<file path="config.mk">
export PLATFORM = sky130hd
export DESIGN_NAME = text_console_cursor_engine_flat
export DESIGN_NICKNAME = d
export VERILOG_FILES = /design/src/hw/rtl/ccur_pkg.sv /design/src/hw/rtl/ccur_char_if.sv /design/src/hw/rtl/ccur_req_if.sv /design/src/hw/rtl/ccur_front.sv /design/src/hw/rtl/ccur_queue.sv /design/src/hw/rtl/ccur_back.sv /design/src/hw/rtl/text_console_cursor_engine.sv /design/src/flat_wrapper.sv
export SDC_FILE = /design/constraint.sdc
export NUM_CORES = 1
export LEC_CHECK = 0
export ABC_AREA = 0
export BUFFER_PORTS_ARGS = -buffer_cell sky130_fd_sc_hd__buf_4
export CAP_MARGIN = 40
export CORE_MARGIN = 5
export CORE_UTILIZATION = 40
export CTS_CLUSTER_DIAMETER = 50
export CTS_CLUSTER_SIZE = 8
export DETAILED_ROUTE_END_ITERATION = 7
export PLACE_DENSITY = 0.56
export SYNTH_ARGS = -nofsm -noshare
export SYNTH_HDL_FRONTEND = slang
export SYNTH_SLANG_ARGS = --single-unit
</file>
<file path="constraint.sdc">
create_clock -name clk -period 6.8 [get_ports clk]
set_input_delay 0.68 -clock clk [delete_from_list [all_inputs] [get_ports clk]]
set_output_delay 0.68 -clock clk [all_outputs]
set_load 0.03 [all_outputs]
</file>
<file path="src/hw/rtl/ccur_pkg.sv">
// ----------------------------------------------------------------------------
// ccur_pkg
// Shared types and constants of the text console cursor engine.
// ----------------------------------------------------------------------------
package ccur_pkg;

  // Console limits
  localparam int unsigned MAX_COLUMNS = 64;
  localparam int unsigned MAX_ROWS    = 16;

  // Field widths
  localparam int unsigned CHAR_W  = 8;
  localparam int unsigned COLS_W  = 7;   // column count / cursor column
  localparam int unsigned ROWS_W  = 5;   // row count register
  localparam int unsigned TCOL_W  = 6;   // column of a draw
  localparam int unsigned TROW_W  = 4;   // row of a draw / cursor row

  // Configuration port
  localparam int unsigned CFG_IDX_W  = 1;
  localparam int unsigned CFG_DATA_W = 7;
  localparam logic [CFG_IDX_W-1:0] REG_COLUMNS = 1'd0;
  localparam logic [CFG_IDX_W-1:0] REG_ROWS    = 1'd1;
  localparam logic [COLS_W-1:0] COLUMNS_RESET = 7'd15;
  localparam logic [ROWS_W-1:0] ROWS_RESET    = 5'd8;

  // Control characters
  localparam logic [CHAR_W-1:0] CH_RETURN  = 8'd13;
  localparam logic [CHAR_W-1:0] CH_NEWLINE = 8'd10;
  localparam logic [CHAR_W-1:0] CH_TAB     = 8'd9;
  localparam logic [CHAR_W-1:0] CH_BACK    = 8'd8;
  localparam logic [CHAR_W-1:0] CH_SPACE   = 8'd32;

  // Request kinds
  localparam logic KIND_DRAW   = 1'b0;
  localparam logic KIND_SCROLL = 1'b1;

  // Job queue between front and back
  localparam int unsigned QUEUE_DEPTH = 4;
  localparam int unsigned QPTR_W      = $clog2(QUEUE_DEPTH);

  // One job: an optional scroll followed by an optional draw
  typedef struct packed {
    logic              has_scroll;
    logic              has_draw;
    logic [CHAR_W-1:0] glyph;
    logic [TCOL_W-1:0] column;
    logic [TROW_W-1:0] row;
  } job_t;

endpackage

</file>
<file path="src/hw/rtl/ccur_char_if.sv">
// ----------------------------------------------------------------------------
// ccur_char_if
// Character input channel: valid/ready with one character byte.
// ----------------------------------------------------------------------------
interface ccur_char_if;
  logic                         valid;
  logic                         ready;
  logic [ccur_pkg::CHAR_W-1:0]  char_code;

  modport source (output valid, output char_code, input ready);
  modport sink   (input valid, input char_code, output ready);
endinterface

</file>
<file path="src/hw/rtl/ccur_req_if.sv">
// ----------------------------------------------------------------------------
// ccur_req_if
// Request output channel: draw or scroll requests, valid/ready.
// ----------------------------------------------------------------------------
interface ccur_req_if;
  logic                         valid;
  logic                         ready;
  logic                         request_kind;
  logic [ccur_pkg::CHAR_W-1:0]  glyph_code;
  logic [ccur_pkg::TCOL_W-1:0]  text_column;
  logic [ccur_pkg::TROW_W-1:0]  text_row;
  logic                         last_of_run;

  modport source (output valid, output request_kind, output glyph_code,
                  output text_column, output text_row, output last_of_run,
                  input ready);
  modport sink   (input valid, input request_kind, input glyph_code,
                  input text_column, input text_row, input last_of_run,
                  output ready);
endinterface

</file>
<file path="src/hw/rtl/ccur_front.sv">
// ----------------------------------------------------------------------------
// ccur_front
// Accepts characters, keeps the cursor and the console size registers, and
// turns each character into a job of up to two requests.
// ----------------------------------------------------------------------------
module ccur_front (
  input  logic                              clk,
  input  logic                              rst,
  ccur_char_if.sink                         chars,
  input  logic                              cfg_we,
  input  logic [ccur_pkg::CFG_IDX_W-1:0]    cfg_index,
  input  logic [ccur_pkg::CFG_DATA_W-1:0]   cfg_data,
  output logic                              job_valid,
  input  logic                              job_ready,
  output ccur_pkg::job_t                    job
);

  logic [ccur_pkg::COLS_W-1:0] columns_in_use;
  logic [ccur_pkg::ROWS_W-1:0] rows_in_use;
  logic [ccur_pkg::COLS_W-1:0] cursor_column, cursor_column_next;
  logic [ccur_pkg::TROW_W-1:0] cursor_row, cursor_row_next;

  logic [ccur_pkg::COLS_W-1:0] cols_eff, col_cap, tab_col, draw_col;
  logic [ccur_pkg::ROWS_W-1:0] rows_eff;
  logic [ccur_pkg::TROW_W-1:0] rows_last, row_cap, nl_row, draw_row;
  logic                        nl_scroll, wrap, accept;

  // Effective console size
  always_comb begin
    cols_eff = columns_in_use;
    if (columns_in_use == '0) cols_eff = ccur_pkg::COLS_W'(1);
    else if (columns_in_use > ccur_pkg::COLS_W'(ccur_pkg::MAX_COLUMNS))
      cols_eff = ccur_pkg::COLS_W'(ccur_pkg::MAX_COLUMNS);
    rows_eff = rows_in_use;
    if (rows_in_use == '0) rows_eff = ccur_pkg::ROWS_W'(1);
    else if (rows_in_use > ccur_pkg::ROWS_W'(ccur_pkg::MAX_ROWS))
      rows_eff = ccur_pkg::ROWS_W'(ccur_pkg::MAX_ROWS);
    rows_last = ccur_pkg::TROW_W'(rows_eff - ccur_pkg::ROWS_W'(1));
  end

  // Cursor held inside a possibly shrunken area
  always_comb begin
    col_cap = (cursor_column > cols_eff) ? cols_eff : cursor_column;
    row_cap = (cursor_row > rows_last) ? rows_last : cursor_row;
  end

  // Newline target and scroll decision
  always_comb begin
    if ({1'b0, row_cap} + ccur_pkg::ROWS_W'(1) >= rows_eff) begin
      nl_row    = rows_last;
      nl_scroll = 1'b1;
    end else begin
      nl_row    = row_cap + ccur_pkg::TROW_W'(1);
      nl_scroll = 1'b0;
    end
  end

  // Tab: next multiple of 8, capped at the column count
  always_comb begin
    tab_col = (col_cap + ccur_pkg::COLS_W'(8)) & ~ccur_pkg::COLS_W'(7);
    if (tab_col > cols_eff) tab_col = cols_eff;
  end

  // Printable: wrap first when the row is full
  always_comb begin
    wrap     = (col_cap >= cols_eff);
    draw_col = wrap ? '0 : col_cap;
    draw_row = wrap ? nl_row : row_cap;
  end

  // Classify the character
  always_comb begin
    cursor_column_next = col_cap;
    cursor_row_next    = row_cap;
    job                = '0;
    case (chars.char_code)
      ccur_pkg::CH_RETURN: begin
        cursor_column_next = '0;
      end
      ccur_pkg::CH_NEWLINE: begin
        cursor_column_next = '0;
        cursor_row_next    = nl_row;
        job.has_scroll     = nl_scroll;
      end
      ccur_pkg::CH_TAB: begin
        cursor_column_next = tab_col;
      end
      ccur_pkg::CH_BACK: begin
        if (col_cap == '0) begin
          cursor_column_next = cols_eff - ccur_pkg::COLS_W'(1);
          if (row_cap != '0) cursor_row_next = row_cap - ccur_pkg::TROW_W'(1);
        end else begin
          cursor_column_next = col_cap - ccur_pkg::COLS_W'(1);
        end
        job.has_draw = 1'b1;
        job.glyph    = ccur_pkg::CH_SPACE;
        job.column   = cursor_column_next[ccur_pkg::TCOL_W-1:0];
        job.row      = cursor_row_next;
      end
      default: begin
        cursor_column_next = draw_col + ccur_pkg::COLS_W'(1);
        cursor_row_next    = draw_row;
        job.has_scroll     = wrap && nl_scroll;
        job.has_draw       = 1'b1;
        job.glyph          = chars.char_code;
        job.column         = draw_col[ccur_pkg::TCOL_W-1:0];
        job.row            = draw_row;
      end
    endcase
  end

  // Handshake: an item is taken whenever the queue has room
  assign chars.ready = job_ready;
  assign accept      = chars.valid && job_ready;
  assign job_valid   = chars.valid && (job.has_scroll || job.has_draw);

  // Cursor and configuration registers
  always_ff @(posedge clk) begin
    if (rst) begin
      cursor_column  <= '0;
      cursor_row     <= '0;
      columns_in_use <= ccur_pkg::COLUMNS_RESET;
      rows_in_use    <= ccur_pkg::ROWS_RESET;
    end else begin
      if (accept) begin
        cursor_column <= cursor_column_next;
        cursor_row    <= cursor_row_next;
      end
      if (cfg_we) begin
        case (cfg_index)
          ccur_pkg::REG_COLUMNS: columns_in_use <= cfg_data[ccur_pkg::COLS_W-1:0];
          ccur_pkg::REG_ROWS:    rows_in_use    <= cfg_data[ccur_pkg::ROWS_W-1:0];
          default: ;
        endcase
      end
    end
  end

endmodule

</file>
<file path="src/hw/rtl/ccur_queue.sv">
// ----------------------------------------------------------------------------
// ccur_queue
// Short job FIFO between the front and the back.
// ----------------------------------------------------------------------------
module ccur_queue (
  input  logic             clk,
  input  logic             rst,
  input  logic             in_valid,
  output logic             in_ready,
  input  ccur_pkg::job_t   in_job,
  output logic             out_valid,
  input  logic             out_ready,
  output ccur_pkg::job_t   out_job
);

  ccur_pkg::job_t                entries [ccur_pkg::QUEUE_DEPTH];
  logic [ccur_pkg::QPTR_W-1:0]   wr_ptr, rd_ptr;
  logic [ccur_pkg::QPTR_W:0]     fill;
  logic                          push, pop;

  assign in_ready  = (fill < (ccur_pkg::QPTR_W+1)'(ccur_pkg::QUEUE_DEPTH));
  assign out_valid = (fill != '0);
  assign out_job   = entries[rd_ptr];
  assign push      = in_valid && in_ready;
  assign pop       = out_valid && out_ready;

  // Storage
  always_ff @(posedge clk) begin
    if (push) entries[wr_ptr] <= in_job;
  end

  // Pointers and fill level
  always_ff @(posedge clk) begin
    if (rst) begin
      wr_ptr <= '0;
      rd_ptr <= '0;
      fill   <= '0;
    end else begin
      if (push) wr_ptr <= wr_ptr + ccur_pkg::QPTR_W'(1);
      if (pop)  rd_ptr <= rd_ptr + ccur_pkg::QPTR_W'(1);
      case ({push, pop})
        2'b10:   fill <= fill + (ccur_pkg::QPTR_W+1)'(1);
        2'b01:   fill <= fill - (ccur_pkg::QPTR_W+1)'(1);
        default: fill <= fill;
      endcase
    end
  end

endmodule

</file>
<file path="src/hw/rtl/ccur_back.sv">
// ----------------------------------------------------------------------------
// ccur_back
// Unpacks jobs into single registered requests, one per cycle unless stalled.
// ----------------------------------------------------------------------------
module ccur_back (
  input  logic             clk,
  input  logic             rst,
  input  logic             job_valid,
  output logic             job_ready,
  input  ccur_pkg::job_t   job,
  ccur_req_if.source       reqs
);

  logic scroll_done;
  logic load, emit_scroll;

  // Output register free, or emptied this cycle
  assign load        = job_valid && (!reqs.valid || reqs.ready);
  assign emit_scroll = job.has_scroll && !scroll_done;
  assign job_ready   = load && !(emit_scroll && job.has_draw);

  // Control: output valid and the scroll-issued flag of the head job
  always_ff @(posedge clk) begin
    if (rst) begin
      reqs.valid  <= 1'b0;
      scroll_done <= 1'b0;
    end else begin
      if (load) begin
        reqs.valid  <= 1'b1;
        scroll_done <= emit_scroll && job.has_draw;
      end else if (reqs.ready) begin
        reqs.valid  <= 1'b0;
      end
    end
  end

  // Payload
  always_ff @(posedge clk) begin
    if (load) begin
      if (emit_scroll) begin
        reqs.request_kind <= ccur_pkg::KIND_SCROLL;
        reqs.glyph_code   <= '0;
        reqs.text_column  <= '0;
        reqs.text_row     <= '0;
        reqs.last_of_run  <= !job.has_draw;
      end else begin
        reqs.request_kind <= ccur_pkg::KIND_DRAW;
        reqs.glyph_code   <= job.glyph;
        reqs.text_column  <= job.column;
        reqs.text_row     <= job.row;
        reqs.last_of_run  <= 1'b1;
      end
    end
  end

endmodule

</file>
<file path="src/hw/rtl/text_console_cursor_engine.sv">
// ----------------------------------------------------------------------------
// text_console_cursor_engine
// Text cursor control: characters in, draw and scroll requests out.
//
//   channel  dir  transfer                      payload
//   chars    in   valid & ready                 char_code
//   reqs     out  valid & ready                 request_kind, glyph_code,
//                                               text_column, text_row,
//                                               last_of_run
//   cfg      in   cfg_we (no handshake)         cfg_index, cfg_data
//
// A character is taken in the cycle it arrives while the job queue has room;
// the cursor updates as each is taken, so characters can stream back to back.
// The back end issues one request per cycle while the output is not stalled,
// so a character giving two requests (scroll then draw) sends them in turn.
// A character's first request passes a queue entry, then the output register.
// Synchronous reset clears cursor, queue and output; registers go to 15 x 8.
// Output stalls back up through the four-entry queue to chars.ready.
// ----------------------------------------------------------------------------
module text_console_cursor_engine (
  input  logic                              clk,
  input  logic                              rst,
  ccur_char_if.sink                         chars,
  ccur_req_if.source                        reqs,
  input  logic                              cfg_we,
  input  logic [ccur_pkg::CFG_IDX_W-1:0]    cfg_index,
  input  logic [ccur_pkg::CFG_DATA_W-1:0]   cfg_data
);

  logic           fq_valid, fq_ready, qb_valid, qb_ready;
  ccur_pkg::job_t fq_job, qb_job;

  // Front: cursor and classification
  ccur_front u_front (
    .clk       (clk),
    .rst       (rst),
    .chars     (chars),
    .cfg_we    (cfg_we),
    .cfg_index (cfg_index),
    .cfg_data  (cfg_data),
    .job_valid (fq_valid),
    .job_ready (fq_ready),
    .job       (fq_job)
  );

  // Job queue
  ccur_queue u_queue (
    .clk       (clk),
    .rst       (rst),
    .in_valid  (fq_valid),
    .in_ready  (fq_ready),
    .in_job    (fq_job),
    .out_valid (qb_valid),
    .out_ready (qb_ready),
    .out_job   (qb_job)
  );

  // Back: request sequencing
  ccur_back u_back (
    .clk       (clk),
    .rst       (rst),
    .job_valid (qb_valid),
    .job_ready (qb_ready),
    .job       (qb_job),
    .reqs      (reqs)
  );

endmodule

</file>
<file path="src/flat_wrapper.sv">
// flat-port wrapper written by rule: the top's interface ports become plain ports
module text_console_cursor_engine_flat 
  (clk, rst, cfg_we, cfg_index, cfg_data, chars_valid, chars_char_code, chars_ready, reqs_valid, reqs_request_kind, reqs_glyph_code, reqs_text_column, reqs_text_row, reqs_last_of_run, reqs_ready);
  ccur_char_if chars_i ();
  ccur_req_if reqs_i ();
  input  logic clk;
  input  logic rst;
  input  logic cfg_we;
  input  logic [ccur_pkg::CFG_IDX_W-1:0] cfg_index;
  input  logic [ccur_pkg::CFG_DATA_W-1:0] cfg_data;
  input wire logic [$bits(chars_i.valid)-1:0] chars_valid;
  input wire logic [$bits(chars_i.char_code)-1:0] chars_char_code;
  output wire logic [$bits(chars_i.ready)-1:0] chars_ready;
  output wire logic [$bits(reqs_i.valid)-1:0] reqs_valid;
  output wire logic [$bits(reqs_i.request_kind)-1:0] reqs_request_kind;
  output wire logic [$bits(reqs_i.glyph_code)-1:0] reqs_glyph_code;
  output wire logic [$bits(reqs_i.text_column)-1:0] reqs_text_column;
  output wire logic [$bits(reqs_i.text_row)-1:0] reqs_text_row;
  output wire logic [$bits(reqs_i.last_of_run)-1:0] reqs_last_of_run;
  input wire logic [$bits(reqs_i.ready)-1:0] reqs_ready;
  assign chars_i.valid = chars_valid;
  assign chars_i.char_code = chars_char_code;
  assign chars_ready = chars_i.ready;
  assign reqs_valid = reqs_i.valid;
  assign reqs_request_kind = reqs_i.request_kind;
  assign reqs_glyph_code = reqs_i.glyph_code;
  assign reqs_text_column = reqs_i.text_column;
  assign reqs_text_row = reqs_i.text_row;
  assign reqs_last_of_run = reqs_i.last_of_run;
  assign reqs_i.ready = reqs_ready;
  text_console_cursor_engine u_core (.clk(clk), .rst(rst), .chars(chars_i), .reqs(reqs_i), .cfg_we(cfg_we), .cfg_index(cfg_index), .cfg_data(cfg_data));
endmodule
</file>
==> results.toml <==
[layout]
ff_latch_area_um2 = 3680
final_nets = 721
final_util_pct = 47.6
drive_gt1_share_pct = 19.4
fillers = 1547
area_delta_synth_final_pct = 16.1
stdcell_count = 901
multiInputGateArea_um2 = 3230
fin_area_um2 = 8270
antenna_cells = 0

[floorplanning]
die_w_um = 143
num_rows = 48
ios = 43
start_util_pct = 41.0
die_y_um = 143
die_area_um2 = 20600
design.core.area_um2 = 17400

[synthesis]
ys_seq_elements = 134
synth_top_area_share_pct = 42.2
synthCells = 613
ys.flop_type = "edfxtp_1"
synth.cell_area_um2 = 7120
async_reset_ff_share_pct = 0
synthesis.nets = 671
ys_seq_area_share_pct = 51.7
synth_warnings = 0
synth_edf_count = 100
yosys.area.top_type = "edfxtp_1"
synthDistinctLibCells = 75
synth_area_per_cell_um2 = 11.6
synth_area_leaders = "edfxtp_1, dfxtp_1, ha_1, mux4_2, nand2_1"

[clock_network]
htree_levels = 4
cts_tree = "yes"
clk_pin_slew_ns = 0.06
clk_path_buf_depth = 2
cts_sinks = 134
cts-buffers-inserted = 17
hold_buffers = 0
clk_latency_ns = 0.41
root_buffer = "clkbuf_16"

[worst_setup_path]
worst_ep_required_time_ns = 7.14
cp-end-kind = "flip-flop"
max_stage_delay_ns = 0.48
crit_arrival_ns = 6.50
timing.rr.start = "u_core.u_front.rows_in_use[1]$_SDFFE_PP0P_"
critical_path_class = "reg -> reg"
cp_top_family = "adder cells"
crit_path_top_delay_cell = "mux2i_2"
start_kind = "flip-flop"
worstPathMaxFanout = 8
path_buf_inv = 4
cpMostUsedCell = "ha_1"
startpoint = "u_core.u_front.rows_in_use[1]$_SDFFE_PP0P_"

[worst_hold_path]
hp-class = "reg -> reg"
hp-start = "u_core.u_front.columns_in_use[5]$_SDFFE_PP0P_"

[global_route]
grt_start_max_net_pins = 37
grt_pass1_wl_mm = 26.0
grt_pass1_vias = 5028
antenna_found_initial = 0
grt_util_all_layers_pct = 16.3
overflow = 0

[timing]
holdWs_ns = 0.472
tightestPinTransition_ns = 0.837
tns_ns = 0
fmax_ghz = 0.162
layout_worst_path_cycle_share_pct = 90.7
clock_skew_ns = 0.00867
rsz0062_at_grt = "false"
maxSlewHeadroom_pct = 43.8
hold_violations = 0
fin_crit_ns = 6.16
setup_viol = 0
fin_ws_ns = 0.636
slew_viol_final = 0

[detailed_routing]
wl_per_cell_um = 17.9
drc = 0
antenna_left = 0
dr.pass1.iters = 5
wirelength_mm = 16.1
dr_total_vias = 5014
initialDrtViolationCount = 402
vias_per_cell = 5.56

[pwr]
p_per_area_nw_per_um2 = 507
p_leak_nw = 3.08
peakVddDrop_mv = 0.224
power.total_mw = 4.19

[place]
placed_area_um2 = 7710
placedCellCount = 869
dp_hpwl_mm = 11.6
place_ws_ns = 0.567
port_buffers = 42
place_congestion = 0.830

[flow_run]
maxCapViolations = 0

[run_status]
status = "finished, final reports clean"
area by class of cell:
type / count / share of cell area, %
sequential: 134 / 44.5
multi-input combinational: 425 / 39.0
clock buffer: 18 / 5.19
timing repair buffer: 52 / 4.81
tap: 225 / 3.40
clock inverter: 14 / 1.53
inverter: 33 / 1.50
worst register-to-register path: stages, from the launching register on:
cell and delay (ns):
dfxtp_1 0.33, nor3_1 0.25, o21ai_2 0.15, ha_1 0.24
xnor2_1 0.28, inv_1 0.11, ha_1 0.31, nand2_1 0.07
o21a_1 0.23, nor2_1 0.33, mux2i_2 0.48, inv_2 0.16
ha_1 0.30, nand2_1 0.09, nor2_1 0.05, ha_1 0.33
a21oi_1 0.32, o31ai_1 0.21, a21oi_2 0.27, a211oi_2 0.19
inv_1 0.11, ha_1 0.18, inv_1 0.07, fa_1 0.43
xor2_1 0.16, or3_1 0.30, a21oi_1 0.15
per-layer routing:
metal  up-vias  track usage, %  wire length (µm)
met2       146            28.2              8060
met5         -               0                 0
met4         0            5.20               283
met1      2451            20.2              7010
met3        22            3.63               773
li1       2395               -                 -
path summary, 6_finish.rpt:
check,endpoint,slack [ns],cells after the start
setup reg to reg,u_core.u_queue.fill[2]$_SDFFE_PP0P_,0.64,26
hold reg to reg,u_core.u_front.columns_in_use[5]$_SDFFE_PP0P_,0.47,2
hold / removal,u_core.u_front.columns_in_use[5]$_SDFFE_PP0P_,0.47,2
setup / recovery,u_core.u_queue.fill[2]$_SDFFE_PP0P_,0.64,26
registers in the layout, indices dropped and copies added, names as in the netlist, named ones only:
signal and flops:
u_core.u_back.reqs.text_row 4, u_core.u_back.reqs.request_kind 1, u_core.u_queue.wr_ptr 2, u_core.u_front.cursor_column 7
u_core.u_back.scroll_done 1, u_core.u_front.columns_in_use 7, u_core.u_front.rows_in_use 5, u_core.u_front.cursor_row 4
u_core.u_back.reqs.valid 1, u_core.u_queue.fill 3, u_core.u_back.reqs.glyph_code 8, u_core.u_queue.rd_ptr 2
u_core.u_queue.entries 80, u_core.u_back.reqs.text_column 6, u_core.u_back.reqs.last_of_run 1
report_power, final:
group | leakage, nW | internal (mW) | switching, mW | total (mW)
sequential | 1.22 | 1.23 | 0.105 | 1.34
clock | 0.263 | 0.505 | 0.348 | 0.853
combinational | 1.60 | 0.758 | 1.24 | 2.00
cells by family after synthesis:
logic type	after synthesis	share of synthesized area, %
simple gates	205	15.0
flops	134	51.7
compound gates	127	12.4
buf+inv	54	3.06
mux	40	9.31
fa+ha+maj	37	6.61
xor+xnor	16	1.97
repair_timing:
| action | in CTS | in global routing |
|---|---|---|
| endpoints found under the setup margin | 0 | 1 |
| buffers inserted | 0 | 0 |
| gates resized for setup | 0 | 1 |
Yosys cell counts (9+ instances only):
| cell type | instances |
|---|---|
| a21oi_1 | 32 |
| a31oi_1 | 9 |
| and2_1 | 10 |
| clkbuf_1 | 14 |
| dfxtp_1 | 34 |
| edfxtp_1 | 100 |
| ha_1 | 36 |
| inv_1 | 31 |
| mux2i_1 | 12 |
| mux4_2 | 20 |
| nand2_1 | 62 |
| nand3_1 | 10 |
| nor2_1 | 41 |
| nor2b_1 | 30 |
| nor3_1 | 11 |
| o21ai_0 | 15 |
| xnor2_1 | 9 |
layout by cell type (no fill, tap or decap), drive strengths merged, types with 4 or more instances in the layout:
cell type / n
inv: 37
nor4: 7
xnor2: 9
clkbuf: 18
dfxtp: 34
nand3: 10
o21bai: 4
nand2: 62
a21oi: 34
o31ai: 4
nand2b: 7
a311oi: 4
ha: 36
and2: 10
nand4: 5
nor2b: 30
buf: 52
or3: 4
edfxtp: 100
clkinv: 6
mux2i: 13
a211oi: 8
a31oi: 9
xor2: 7
nor3: 11
mux4: 20
o211ai: 4
nor2: 41
o21ai: 25
o22ai: 5
mux2: 7
nand3b: 5
Note: power is estimated with default switching activity, not from simulation.
